--- config.mk ---
export PLATFORM = sky130hd
export DESIGN_NAME = jet_ctrl
export DESIGN_NICKNAME = d
export VERILOG_FILES = /design/src/hw/rtl/jet_pkg.sv /design/src/hw/rtl/jet_ctrl.sv
export SDC_FILE = /design/constraint.sdc
export NUM_CORES = 1
export LEC_CHECK = 0
export ABC_AREA = 1
export BUFFER_PORTS_ARGS = -buffer_cell sky130_fd_sc_hd__buf_2
export CAP_MARGIN = 20
export CORE_AREA = 2 2 39 41
export DETAILED_ROUTE_END_ITERATION = 8
export DIE_AREA = 0 0 41 43
export SYNTH_ARGS = -nofsm -noshare
export SYNTH_HDL_FRONTEND = slang
export SYNTH_SLANG_ARGS = --single-unit
--- constraint.sdc ---
create_clock -name clk_i -period 2.1 [get_ports clk_i]
set_clock_uncertainty 0.15 [all_clocks]
set_input_delay 0.63 -clock clk_i [delete_from_list [all_inputs] [get_ports clk_i]]
set_output_delay 0.63 -clock clk_i [all_outputs]
set_load 0.03 [all_outputs]
--- src/hw/rtl/jet_pkg.sv ---
// shared types and constants of the julia escape-time engine
// field widths, register indexes, reset values and the control/status structs
// no dependencies
`default_nettype none

package jet_pkg;

  localparam int INDEX_BITS    = 12;
  localparam int COUNT_BITS    = 16;
  localparam int COORD_BITS    = 32;
  localparam int STEP_BITS     = 31;
  localparam int CFG_IDX_BITS  = 3;
  localparam int CFG_DATA_BITS = 32;

  typedef enum logic [CFG_IDX_BITS-1:0] {
    REG_LEFT_EDGE   = 3'd0,
    REG_BOTTOM_EDGE = 3'd1,
    REG_X_STEP      = 3'd2,
    REG_Y_STEP      = 3'd3,
    REG_MAX_ITER    = 3'd4,
    REG_C_REAL      = 3'd5,
    REG_C_IMAG      = 3'd6
  } cfg_reg_e;

  localparam logic signed [COORD_BITS-1:0] LEFT_EDGE_RST   = -32'sd536870912;
  localparam logic signed [COORD_BITS-1:0] BOTTOM_EDGE_RST = -32'sd536870912;
  localparam logic [STEP_BITS-1:0]         X_STEP_RST      = 31'd1048576;
  localparam logic [STEP_BITS-1:0]         Y_STEP_RST      = 31'd1048576;
  localparam logic [COUNT_BITS-1:0]        MAX_ITER_RST    = 16'd255;
  localparam logic signed [COORD_BITS-1:0] C_REAL_RST      = 32'sd0;
  localparam logic signed [COORD_BITS-1:0] C_IMAG_RST      = 32'sd0;

  typedef struct packed {
    logic [INDEX_BITS-1:0] column;
    logic [INDEX_BITS-1:0] row;
  } jet_in_t;

  typedef struct packed {
    logic signed [COORD_BITS-1:0] start_re;
    logic signed [COORD_BITS-1:0] start_im;
    logic [COUNT_BITS-1:0]        escape_count;
  } jet_out_t;

  // controller to datapath
  typedef struct packed {
    logic load;       // register pixel offset products
    logic init;       // form start point, clear count
    logic mul;        // register squares and cross product
    logic advance;    // take the next z
    logic count_inc;  // one more iteration completed
  } jet_cmd_t;

  // datapath to controller
  typedef struct packed {
    logic limit_zero;
    logic escape;
    logic last;
  } jet_sts_t;

endpackage

`default_nettype wire

--- src/hw/rtl/jet_ctrl.sv ---
// sequencer of the julia escape-time engine
// steps the datapath through setup and the multiply/update loop
// depends on jet_pkg
`default_nettype none

module jet_ctrl (
  input  wire logic              clk_i,
  input  wire logic              rst_ni,
  input  wire logic              start_i,
  input  wire jet_pkg::jet_sts_t sts_i,
  output jet_pkg::jet_cmd_t      cmd_o,
  output logic                   busy_o,
  output logic                   done_o
);

  typedef enum logic [4:0] {
    ST_IDLE = 5'b00001,
    ST_INIT = 5'b00010,
    ST_MUL  = 5'b00100,
    ST_STEP = 5'b01000,
    ST_DONE = 5'b10000
  } state_e;

  state_e state_q, state_d;
  logic   first_q, first_d;

  always_comb begin
    state_d = state_q;
    first_d = first_q;
    cmd_o   = '0;
    unique case (state_q)
      ST_IDLE: begin
        if (start_i) begin
          cmd_o.load = 1'b1;
          state_d    = ST_INIT;
        end
      end
      ST_INIT: begin
        cmd_o.init = 1'b1;
        first_d    = 1'b1;
        state_d    = sts_i.limit_zero ? ST_DONE : ST_MUL;
      end
      ST_MUL: begin
        cmd_o.mul = 1'b1;
        state_d   = ST_STEP;
      end
      ST_STEP: begin
        // the start point itself is never tested for escape
        if (first_q) begin
          cmd_o.advance = 1'b1;
          first_d       = 1'b0;
          state_d       = ST_MUL;
        end else if (sts_i.escape) begin
          state_d = ST_DONE;
        end else begin
          cmd_o.count_inc = 1'b1;
          if (sts_i.last) begin
            state_d = ST_DONE;
          end else begin
            cmd_o.advance = 1'b1;
            state_d       = ST_MUL;
          end
        end
      end
      ST_DONE: begin
        state_d = ST_IDLE;
      end
      default: begin
        state_d = ST_IDLE;
      end
    endcase
  end

  always_ff @(posedge clk_i or negedge rst_ni) begin
    if (!rst_ni) begin
      state_q <= ST_IDLE;
      first_q <= 1'b0;
    end else begin
      state_q <= state_d;
      first_q <= first_d;
    end
  end

  assign busy_o = (state_q != ST_IDLE);
  assign done_o = (state_q == ST_DONE);

endmodule

`default_nettype wire

==> summary.md, run 1 <==
| Metric | Value |
|---|---|
| Outcome | complete, no violations |
| Max_cap viols | 0 |
| Critical Path AT | around 1.3 ns |
| Grt met1 use | 12.3% |
| Peak VDD IR | between 500 and 600 uV |
| First-pass GRT wire length | 1190 um |
| Clock root cell | clkbuf_4 |
| Slew margin rel. | approximately 85% |
| Mux contribution to synthesized area | 0% |
| Post-synth cell types | 12 |
| Layout cell share with drive strength beyond 1 | between 50% and 60% |
| Port bufs | 12 |
| Detail Placement HPWL | approximately 590 um |
| Fmax achieved | a little under 500 MHz |
| Vias per cell | 4.27 |
| # placed instances | 76 |
| Gr usage total | around 10% |
| Cell Area, Synth | about 360 sq um |
| Cell taking the most area after synthesis | dfrtp_1 |
| Register area share after synthesis | 42.6% |
| Max incr delay on CP | about 0.40 ns |
| P_leak | 0.260 nW |
| Pwr Total | between 0.0006 and 0.0007 W |
| Synth area leaders | dfrtp_1, nor2_1, nand2_1, nor2_4, dfstp_2 |
| Avg Inst Size Synth | approximately 7.4 sq um |
| Grt total ovfl | 0 |
| Vias in the first global route | ~320 |
| Clock Sinks | 6 |
| Overall die height | 43 um |
| Clock-pin slew on the worst setup and hold paths | about 0.050 ns |
| Simple-gate area share of the yosys netlist | a little over two fifths |
| Post-synth top cells | nor2_1, nand2_1, inv_1, dfrtp_1, inv_2 |
| Post-Syn Nets | between 50 and 60 |
| Clock power frac | between 10% and 20% |
| Largest family of logic cells by synthesized area | simple AND/OR/NAND/NOR gates |
| Clock buffer depth | 2 |
| Met2 Use GR | ~16% |
| GP Congestion | between 0.6 and 0.7 |
| Combinational fraction of design power | between 50% and 60% |
| Final Hold Viols | 0 |
| Fin nets | 73 |
| Placed standard-cell area | 435 sq um |
| Worst path required time | 1.32 ns |
| Power Density | around 1300 mW/mm^2 |
| Final instance area | approximately 500 sq um |
| Routed WL per cell | approximately 9.3 um |
| Measured slew at the worst slew-check pin | ~0.22 ns |
| Int Power | about 0.00034 W |
| Drt drc | 0 |
| Yosys top cell area share | a little over a third |
| Crit path time final | between 2 and 2.5 ns |
| DR vias | 350 |
| # H-tree levels | 1 |
| Post-synth EDFFs | 0 |
| RSZ-0062 raised after global routing | true |
| Fraction of the mapped netlist area in compound gates | 2.46% |
| Setup CP Type | reg2out |
| Count leader, synth | nor2_1 |
| Post-route ant nets | 0 |
| Clock insertion delay at the later pin of the skew report | 0.25 ns |
| Worst Setup End Kind | output pin |
| Post-Synthesis Cells | 48 |
| Min-delay worst type | in2async |
| Sw Ratio | a little under half |
| CP max stage cell | dfrtp_1 |
| Antenna diodes | 0 |
| Adder-cell share of the synthesized area | 0% |
| Total Die Area | 0.00176 sq mm |
| Worst-path cell chain | inv_1 > nand3_2 > nor2_4 > inv_2 > nor3_2 > buf_4 |
| Syn-to-layout area delta | 40.8% |
| CTS Buf Count | 3 |
| DRT Pass-1 Iters | 2 |
| Cell Rows | 14 |
| Initial antenna violation count | 0 |
| Initial core utilization | between 20% and 30% |
| Register bit total from synthesis | 6 |
| GR peak layer | met2 |
| Largest net degree at the start of global routing | 7 |
| CTS tree | done |
| Die X | 41 um |
| Xor/xnor share of the synthesized area | 0% |
| Final Util | between 30% and 40% |
| Critical Path Source Type | register |
| Seq pwr share | ~30% |
| Ys Warns | 0 |
| FFs w/ async S/R, synth | 100% |
| CP max FO | 3 |
| Routed wire length | approximately 760 um |
| Final Setup Violations | 0 |
| Sw power | between 0.0002 and 0.0003 W |
| DP Worst Slack | 0.128 ns |
| GRT met3 Usage | under 10% |
| Iter 0 DRT Violations | 1 |
| Non-filler cells, final | 82 |
| Core Box Area | around 0.0014 sq mm |
| Fraction of the cycle the final worst path needs | approximately 100% |
| Num ports | 13 |
| Final setup margin | around 0.037 ns |
| Fin. max-slew vios | 0 |
| Prevailing post-synth register cell | dfrtp_1 |
## critical path, delay by kind of cell, from the launching register on
kind,cells,cell delay (ns)
flip-flops,1,0.40
buffers and inverters,3,0.32
AND/OR/NAND/NOR,3,0.31
## power by group through the flow
stage | Sequential (W) | Combinational, W | Clock [W]
2_1_floorplan | 0.000182 | 0.000222 | 0
3_3_place_gp | 0.000187 | 0.000271 | 0
3_5_place_dp | 0.000189 | 0.000279 | 0
4_1_cts | 0.000189 | 0.000313 | 0.000122
5_1_grt | 0.000194 | 0.000355 | 0.000126
6_report | 0.000189 | 0.000323 | 0.000114
## cell type report
cell class | count | area (sq um)
clock buffer | 4 | 26.3
fill | 137 | 883
inverter | 11 | 41.3
multi-input combinational | 31 | 175
sequential | 6 | 151
tap | 16 | 20.0
timing repair buffer | 14 | 86.3
## per-layer routing
metal	routed length (um)	vias to the layer above
li1	-	177
met4	4	0
met5	0	-
met1	315	161
met2	409	10
met3	32	2
## layout by cell type, fill, tap and decap left out
master,instances
inv_1,6
dfrtp_1,5
o21ai_2,1
clkbuf_4,3
dfstp_2,1
nor3_2,1
nand2_1,9
nor3_1,1
buf_6,1
buf_2,9
nand3_2,2
clkbuf_1,1
nor2_1,9
nor2_4,3
buf_4,4
nand3_1,1
inv_2,5
nor2_2,4
## through the flow
step / setup TNS [ns] / hold WS, ns
3_5_place_dp: 0 / 0.316
3_3_place_gp: 0 / 0.311
4_1_cts: 0 / 0.0421
5_1_grt: -0.0307 / 0.0534
6_report: 0 / 0.0461
2_1_floorplan: 0 / 0.184
## cells by family (layout without fill, tap and decap cells)
family | count (synthesis) | in the layout
compound gates | 1 | 1
buf+inv | 11 | 29
flops | 6 | 6
simple gates | 30 | 30
## worst paths after layout
path / from / endpoint / slack, ns / cells past startpoint
max: state_q[2] / cmd_o[0] / 0.04 / 6
min: rst_ni / first_q / 0.05 / 1
max reg2reg: state_q[0] / state_q[0] / 0.84 / 7
min reg2reg: first_q / first_q / 0.41 / 2
max in group asynchronous: rst_ni / state_q[0] / 1.52 / 1
min in group clk_i: first_q / first_q / 0.41 / 2
## flip-flops by register name, summed over array words and instances (netlist names)
register,count
first_q,1
state_q,5
## timing repair
| action | CTS | global route |
|---|---|---|
| resized for setup | 3 | 5 |
| setup endpoints to repair | 3 | 3 |
| hold buffers | 0 | 0 |
| pin swaps | 2 | 2 |
| setup buffers | 2 | 0 |
Power figures use the tool's default switching activity.
==> run 2, diff against run 1 <==
--- a/config.mk
+++ b/config.mk
@@ -5,7 +5,6 @@
 export SDC_FILE = /design/constraint.sdc
 export NUM_CORES = 1
 export LEC_CHECK = 0
-export ABC_AREA = 1
 export BUFFER_PORTS_ARGS = -buffer_cell sky130_fd_sc_hd__buf_2
 export CAP_MARGIN = 20
 export CORE_AREA = 2 2 39 41
==> run 2 against run 1 <==
The flow now finishes with violations (negative setup slack). Register-to-register slack worse by 0.47 ns. Wire length grew 10%. Area after synthesis shrank 3.2%. Worst setup slack got worse by 0.12 ns. Fmax down 5.7%. Via count fell by 3.1%. Utilization is 4.0 points higher. Combinational power decreased by 9.6%. Worst hold slack better by 0.0022 ns. Sequential power increased by 7%. Sequential share of layout area is 3.0 points lower. Count of clock-buffer cells in the layout unchanged.
==> summary.md, run 2 <==
| Metric | Value |
|---|---|
| R2R depth | 5 |
| CP Buf/Inv Count | 3 |
| Crit path time final | about 2.2 ns |
| # H-tree levels | 1 |
| Clock root cell | clkbuf_4 |
| Reg-to-Reg Start | state_q[1] |
| Post-synth EDFFs | 0 |
| CTS tree | done |
| Post-route ant nets | 0 |
| Final Hold Viols | 0 |
| Initial core utilization | 24.9% |
| Slew margin rel. | 82.4% |
| Drt drc | 0 |
| Worst r2r dst | state_q[0] |
| Reg-to-reg slack, setup | 0.37 ns |
| Register bit total from synthesis | 6 |
| Placed standard-cell area | between 400 and 500 sq um |
| Max_cap viols | 0 |
| CP max FO | 3 |
| FFs w/ async S/R, synth | 100% |
| Synth area leaders | dfrtp_1, dfstp_2, nand3b_1, nor2_1, and3b_2 |
| Seq pwr share | approximately a third |
| Setup CP Type | reg2out |
| Sw power | between 0.0002 and 0.00025 W |
| Clock buffer depth | 2 |
| Post-synth cell types | 19 |
| Final instance area | 556 sq um |
| Prevailing post-synth register cell | dfrtp_1 |
| Worst Setup End Kind | output pin |
| Vias in the first global route | 330 |
| Number of flip-flops in the largest register | 5 |
| Fmax achieved | between 400 and 500 MHz |
| Combinational fraction of design power | ~48% |
| Outcome | complete, but fails checks |
| Register area share after synthesis | between 40% and 50% |
| Post-synth top cells | nor2_1, dfrtp_1, inv_1, nand3b_1, nor3_1 |
| Most frequent cells in the layout | buf_4, buf_2, dfrtp_1 |
| Total Die Area | roughly 0.0018 sq mm |
| Avg Inst Size Synth | around 9.6 sq um |
| Iter 0 DRT Violations | 7 |
| Detail Placement HPWL | approximately 550 um |
| Hold-fix buffers at CTS | 0 |
| Antenna diodes | 0 |
| Max incr delay on CP | around 0.42 ns |
| Clock insertion delay at the later pin of the skew report | between 0.2 and 0.3 ns |
| Peak VDD IR | 717 uV |
| Clock-pin slew on the worst setup and hold paths | 0.05 ns |
| Die X | 41 um |
| Post-Synthesis Cells | 36 |
| Overall die height | ~43 um |
| Routed wire length | approximately 840 um |
| Cell taking the most area after synthesis | dfrtp_1 |
| Largest net degree at the start of global routing | 8 |
| Fraction of the cycle the final worst path needs | 104% |
| CP max stage cell | dfrtp_1 |
| Clock Sinks | 6 |
| Worst-path cell chain | buf_4 > buf_4 > nor2_4 > nand2_1 > nor3_2 > buf_4 |
| Final setup margin | -0.0876 ns |
| RSZ-0062 raised after global routing | true |
| Failing checks | negative setup slack |
| Sw Ratio | around two fifths |
| Int Power | 0.000368 W |
| GP Congestion | approximately 0.80 |
| Ys Warns | 0 |
| Worst path required time | 1.32 ns |
| Yosys top cell area share | 36.4% |
| Commonest non-fill, non-tap cell in the layout | buf_4 |
| Delay-heaviest family, CP | buffers and inverters |
| Port bufs | 12 |
| DR vias | about 340 |
| Largest regs | state_q x5, first_q x1 |
| P_leak | approximately 0.28 nW |
| Num ports | 13 |
| Cell Area, Synth | 344 sq um |
| Filler cells | 138 |
| CP dominant cell by count | buf_4 |
| Final Util | approximately two fifths |
| Min-delay worst type | in2async |
| Cell Rows | 14 |
| Critical Path Source Type | register |
| Critical Path AT | roughly 1.4 ns |
| Measured slew at the worst slew-check pin | between 0.2 and 0.3 ns |
| Gr usage total | 10.8% |
| Clock power frac | 19.0% |
| Grt total ovfl | 0 |
| First-pass GRT wire length | ~1300 um |
| Core Box Area | roughly 0.0014 sq mm |
| Initial antenna violation count | 0 |
| Largest Register | state_q |
| Syn-to-layout area delta | 61.5% |
| Final Setup Violations | 2 |
| CTS Buf Count | 3 |
| Power Density | ~1100 mW/mm^2 |
| Layout cell share with drive strength beyond 1 | roughly three fifths |
| Routed WL per cell | 11.2 um |
| DRT Pass-1 Iters | 4 |
| Fin. max-slew vios | 0 |
| Count leader, synth | nor2_1 |
| Vias per cell | 4.52 |
| Post-Syn Nets | 42 |
| Fin nets | between 60 and 70 |
run 2: power groups by stage:
stage                     Combinational [W]  Clock (W)  Sequential [W]
after global routing               0.000313   0.000132        0.000207
after CTS                          0.000249   0.000123        0.000188
after global placement             0.000203          0        0.000191
final                              0.000292   0.000116        0.000202
after floorplan                    0.000159          0        0.000184
after detailed placement           0.000205          0        0.000192
run 2: stage by stage:
stage | worst slack (ns) | TNS, ns | std cells | total power, W | hold slack, ns
after global placement | 0.100 | 0 | 66 | 0.000395 | 0.313
final | -0.0876 | -0.0892 | 75 | 0.000611 | 0.0483
after global routing | -0.187 | -0.406 | 75 | 0.000652 | 0.0430
after floorplan | -0.103 | -0.103 | 36 | 0.000343 | 0.184
after CTS | -0.00962 | -0.0127 | 73 | 0.000560 | 0.0460
after detailed placement | 0.0870 | 0 | 66 | 0.000397 | 0.317
run 2: kinds of logic (layout without fill, tap and decap cells):
group | count (synthesis) | in the layout | synth area share [%]
DFF | 6 | 6 | 44.0
buffers and inverters | 5 | 28 | 8.00
AOI/OAI and AO/OA | 5 | 5 | 12.4
and+or+nand+nor | 19 | 19 | 33.1
xor gates and xnor gates | 1 | 1 | 2.55
run 2: how the worst max path moves through the flow:
stage / startpoint / end / slack (ns) / depth (start not counted)
floorplan: state_q[2] / cmd_o[4] / -0.10 / 4
global placement: sts_i[1] / cmd_o[1] / 0.10 / 5
detailed placement: sts_i[1] / cmd_o[1] / 0.09 / 5
CTS: state_q[0] / cmd_o[0] / -0.01 / 4
global route: state_q[1] / done_o / -0.19 / 6
finish: state_q[1] / done_o / -0.09 / 6
run 2: final cells by class:
class | instances | area, sq um | area share [%]
clock buffer | 4 | 26.3 | 4.73
timing repair buffer | 21 | 150 | 27.0
inverter | 3 | 11.3 | 2.03
multi-input combinational | 25 | 196 | 35.4
tap | 16 | 20.0 | 3.60
sequential | 6 | 151 | 27.3
run 2: layer usage:
metal  track usage [%]  part of all wire (%)  up-vias
li1                  -                     -      173
met1              13.7                    44      158
met2              16.6                    50        8
met3              3.14                   5.6        0
met4              4.00                     0        0
met5                 0                     0        -
run 2: worst register-to-register path, stage by stage, from the launching register on:
cell and delay, ns:
dfrtp_1 0.42, buf_4 0.15, buf_4 0.13, buf_4 0.12, or4_1 0.52, a21o_1 0.17
run 2: what timing repair did:
item                                    in CTS  in global routing
setup buffers                                3                  2
gates resized for setup                      5                 10
pin swaps                                    2                  4
endpoints found under the setup margin       5                  6
==> run 3, diff against run 2 <==
--- a/config.mk
+++ b/config.mk
@@ -10,6 +10,8 @@
 export CORE_AREA = 2 2 39 41
 export DETAILED_ROUTE_END_ITERATION = 8
 export DIE_AREA = 0 0 41 43
+export PLACE_DENSITY = 0.52
 export SYNTH_ARGS = -nofsm -noshare
 export SYNTH_HDL_FRONTEND = slang
 export SYNTH_SLANG_ARGS = --single-unit
+export TNS_END_PERCENT = 30
==> run 3 against run 2 <==
The flow still finishes with violations (negative setup slack). Fmax up 4.1%. Design area down 6.5%. Sequential share of layout area is 1.9 points higher. Critical path type unchanged. Critical endpoint is now cmd_o[0]. Largest cell class unchanged. Highest routed layer unchanged.
==> summary.md, run 3 (synthesis results as in run 2) <==
| Metric | Value |
|---|---|
| DR vias | 320 |
| Total Die Area | around 0.0018 sq mm |
| Overall die height | between 40 and 50 um |
| Iter 0 DRT Violations | 0 |
| Largest net degree at the start of global routing | 8 |
| Core Box Area | 0.00138 sq mm |
| Num ports | 13 |
| Clock root cell | clkbuf_4 |
| Peak VDD IR | 441 uV |
| Commonest non-fill, non-tap cell in the layout | buf_4 |
| Fin. max-slew vios | 0 |
| Worst Setup End Kind | output pin |
| Failing checks | negative setup slack |
| Fin nets | 64 |
| Vias in the first global route | between 300 and 400 |
| First-pass GRT wire length | roughly 1300 um |
| GP Congestion | slightly below 0.8 |
| Clock buffer depth | 2 |
| Die X | just over 40 um |
| Final Setup Violations | 1 |
| CTS tree | done |
| Fmax achieved | about 480 MHz |
| Fraction of the cycle the final worst path needs | 100% |
| Filler cells | ~150 |
| P_leak | about 0.27 nW |
| Clock Sinks | 6 |
| RSZ-0062 raised after global routing | true |
| Vias per cell | around 4.4 |
| Grt total ovfl | 0 |
| Syn-to-layout area delta | 50.9% |
| Measured slew at the worst slew-check pin | 0.246 ns |
| Post-route ant nets | 0 |
| Slew margin rel. | a little over four fifths |
| Crit path time final | roughly 2.1 ns |
| Number of flip-flops in the largest register | 5 |
| Routed WL per cell | slightly above 10 um |
| Power Density | 1060 mW/mm^2 |
| Cell Rows | 14 |
| CTS Buf Count | 3 |
| CP max FO | 3 |
| Worst path required time | 1.32 ns |
| Final setup margin | -0.00236 ns |
| GR peak layer | met2 |
| Critical Path Source Type | register |
| Min-delay worst type | in2async |
| Gr usage total | between 10% and 20% |
| # H-tree levels | 1 |
| Initial core utilization | between 20% and 30% |
| DRT Pass-1 Iters | 1 |
| Critical Path AT | 1.32 ns |
| Clock insertion delay at the later pin of the skew report | around 0.24 ns |
| GRT met3 Usage | 3.14% |
| Largest regs | state_q x5, first_q x1 |
| Initial antenna violation count | 0 |
| Clock-pin slew on the worst setup and hold paths | approximately 0.050 ns |
| Antenna diodes | 0 |
| Largest Register | state_q |
| Detail Placement HPWL | slightly below 600 um |
| Grt met1 use | around 14% |
| Register Area | roughly 150 sq um |
| Port bufs | 12 |
| Met2 Use GR | between 10% and 20% |
| Final Util | a little under two fifths |
| Most frequent cells in the layout | buf_4, buf_2, dfrtp_1 |
| Setup CP Type | reg2out |
| Outcome | complete, but fails checks |
| Routed wire length | approximately 750 um |
| Layout cell share with drive strength beyond 1 | roughly 56% |
| Max_cap viols | 0 |
| Hold Slack | 0.0526 ns |
| Drt drc | 0 |
| Final Hold Viols | 0 |
| Multi-input gate area | ~190 sq um |
-- run 3: cell count changes in the layout (fill, tap and decap cells not counted) --
cell    change
nor3_2      +1
buf_6       -2
nor2_2      +1
buf_2       +1
nor3_4      -1
buf_4       -1
inv_1       +1
inv_2       -1
nor2_4      -1
-- run 3: area by class of cell --
cell class,instances,area share (%)
Multi-Input combinational cell,25,35.7
Sequential cell,6,29.2
Timing Repair Buffer,19,24.1
Clock buffer,4,5.06
Tap cell,16,3.86
Inverter,3,2.17
-- run 3: worst max-delay path: stages, from the launching register on --
cell	delay [ns]
dfrtp_1	0.40
nor3_2	0.23
nand3b_1	0.16
nor3_2	0.13
buf_4	0.18
-- run 3: layer usage --
metal	wire, um	part of all wire, %	vias up
met5	0	0	-
met4	0	0	0
met3	34	4.6	0
met2	355	48	5
met1	358	48	149
li1	-	-	166
-- run 3: stage by stage --
| step | power (W) | cell area (sq um) | setup slack [ns] | std cells | TNS [ns] |
|---|---|---|---|---|---|
| 3_5_place_dp | 0.000405 | 453 | 0.103 | 67 | 0 |
| 4_1_cts | 0.000543 | 499 | -0.0111 | 72 | -0.0140 |
| 3_3_place_gp | 0.000405 | 453 | 0.119 | 67 | 0 |
| 2_1_floorplan | 0.000343 | 352 | -0.103 | 36 | -0.103 |
| 5_1_grt | 0.000591 | 519 | -0.0885 | 73 | -0.212 |
| 6_report | 0.000551 | 519 | -0.00236 | 73 | -0.00236 |
-- run 3: timing repair --
action | CTS | global route
hold buffers | 0 | 0
setup endpoints to repair | 5 | 4
pin swaps | 2 | 4
setup buffers | 1 | 1
gates resized for setup | 4 | 5
-- run 3: final timing paths --
kind / to / slack, ns / depth (start not counted) / from
worst max register to register: state_q[4] / 0.64 / 4 / state_q[1]
max in group asynchronous: state_q[0] / 1.51 / 1 / rst_ni
worst min register to register: state_q[0] / 0.40 / 1 / state_q[4]
min in group clk_i: state_q[0] / 0.40 / 1 / state_q[4]
worst min-delay path: state_q[2] / 0.05 / 1 / rst_ni
worst max-delay path: cmd_o[0] / -0.002 / 4 / state_q[1]
-- run 3: where the power goes --
part | total, W | switching [W] | internal, W | leakage [nW]
clock | 0.000113 | 0.0000410 | 0.0000719 | 0.0150
sequential | 0.000192 | 0.0000399 | 0.000152 | 0.0744
combinational | 0.000246 | 0.000136 | 0.000110 | 0.183
total | 0.000551 | 0.000216 | 0.000334 | 0.273
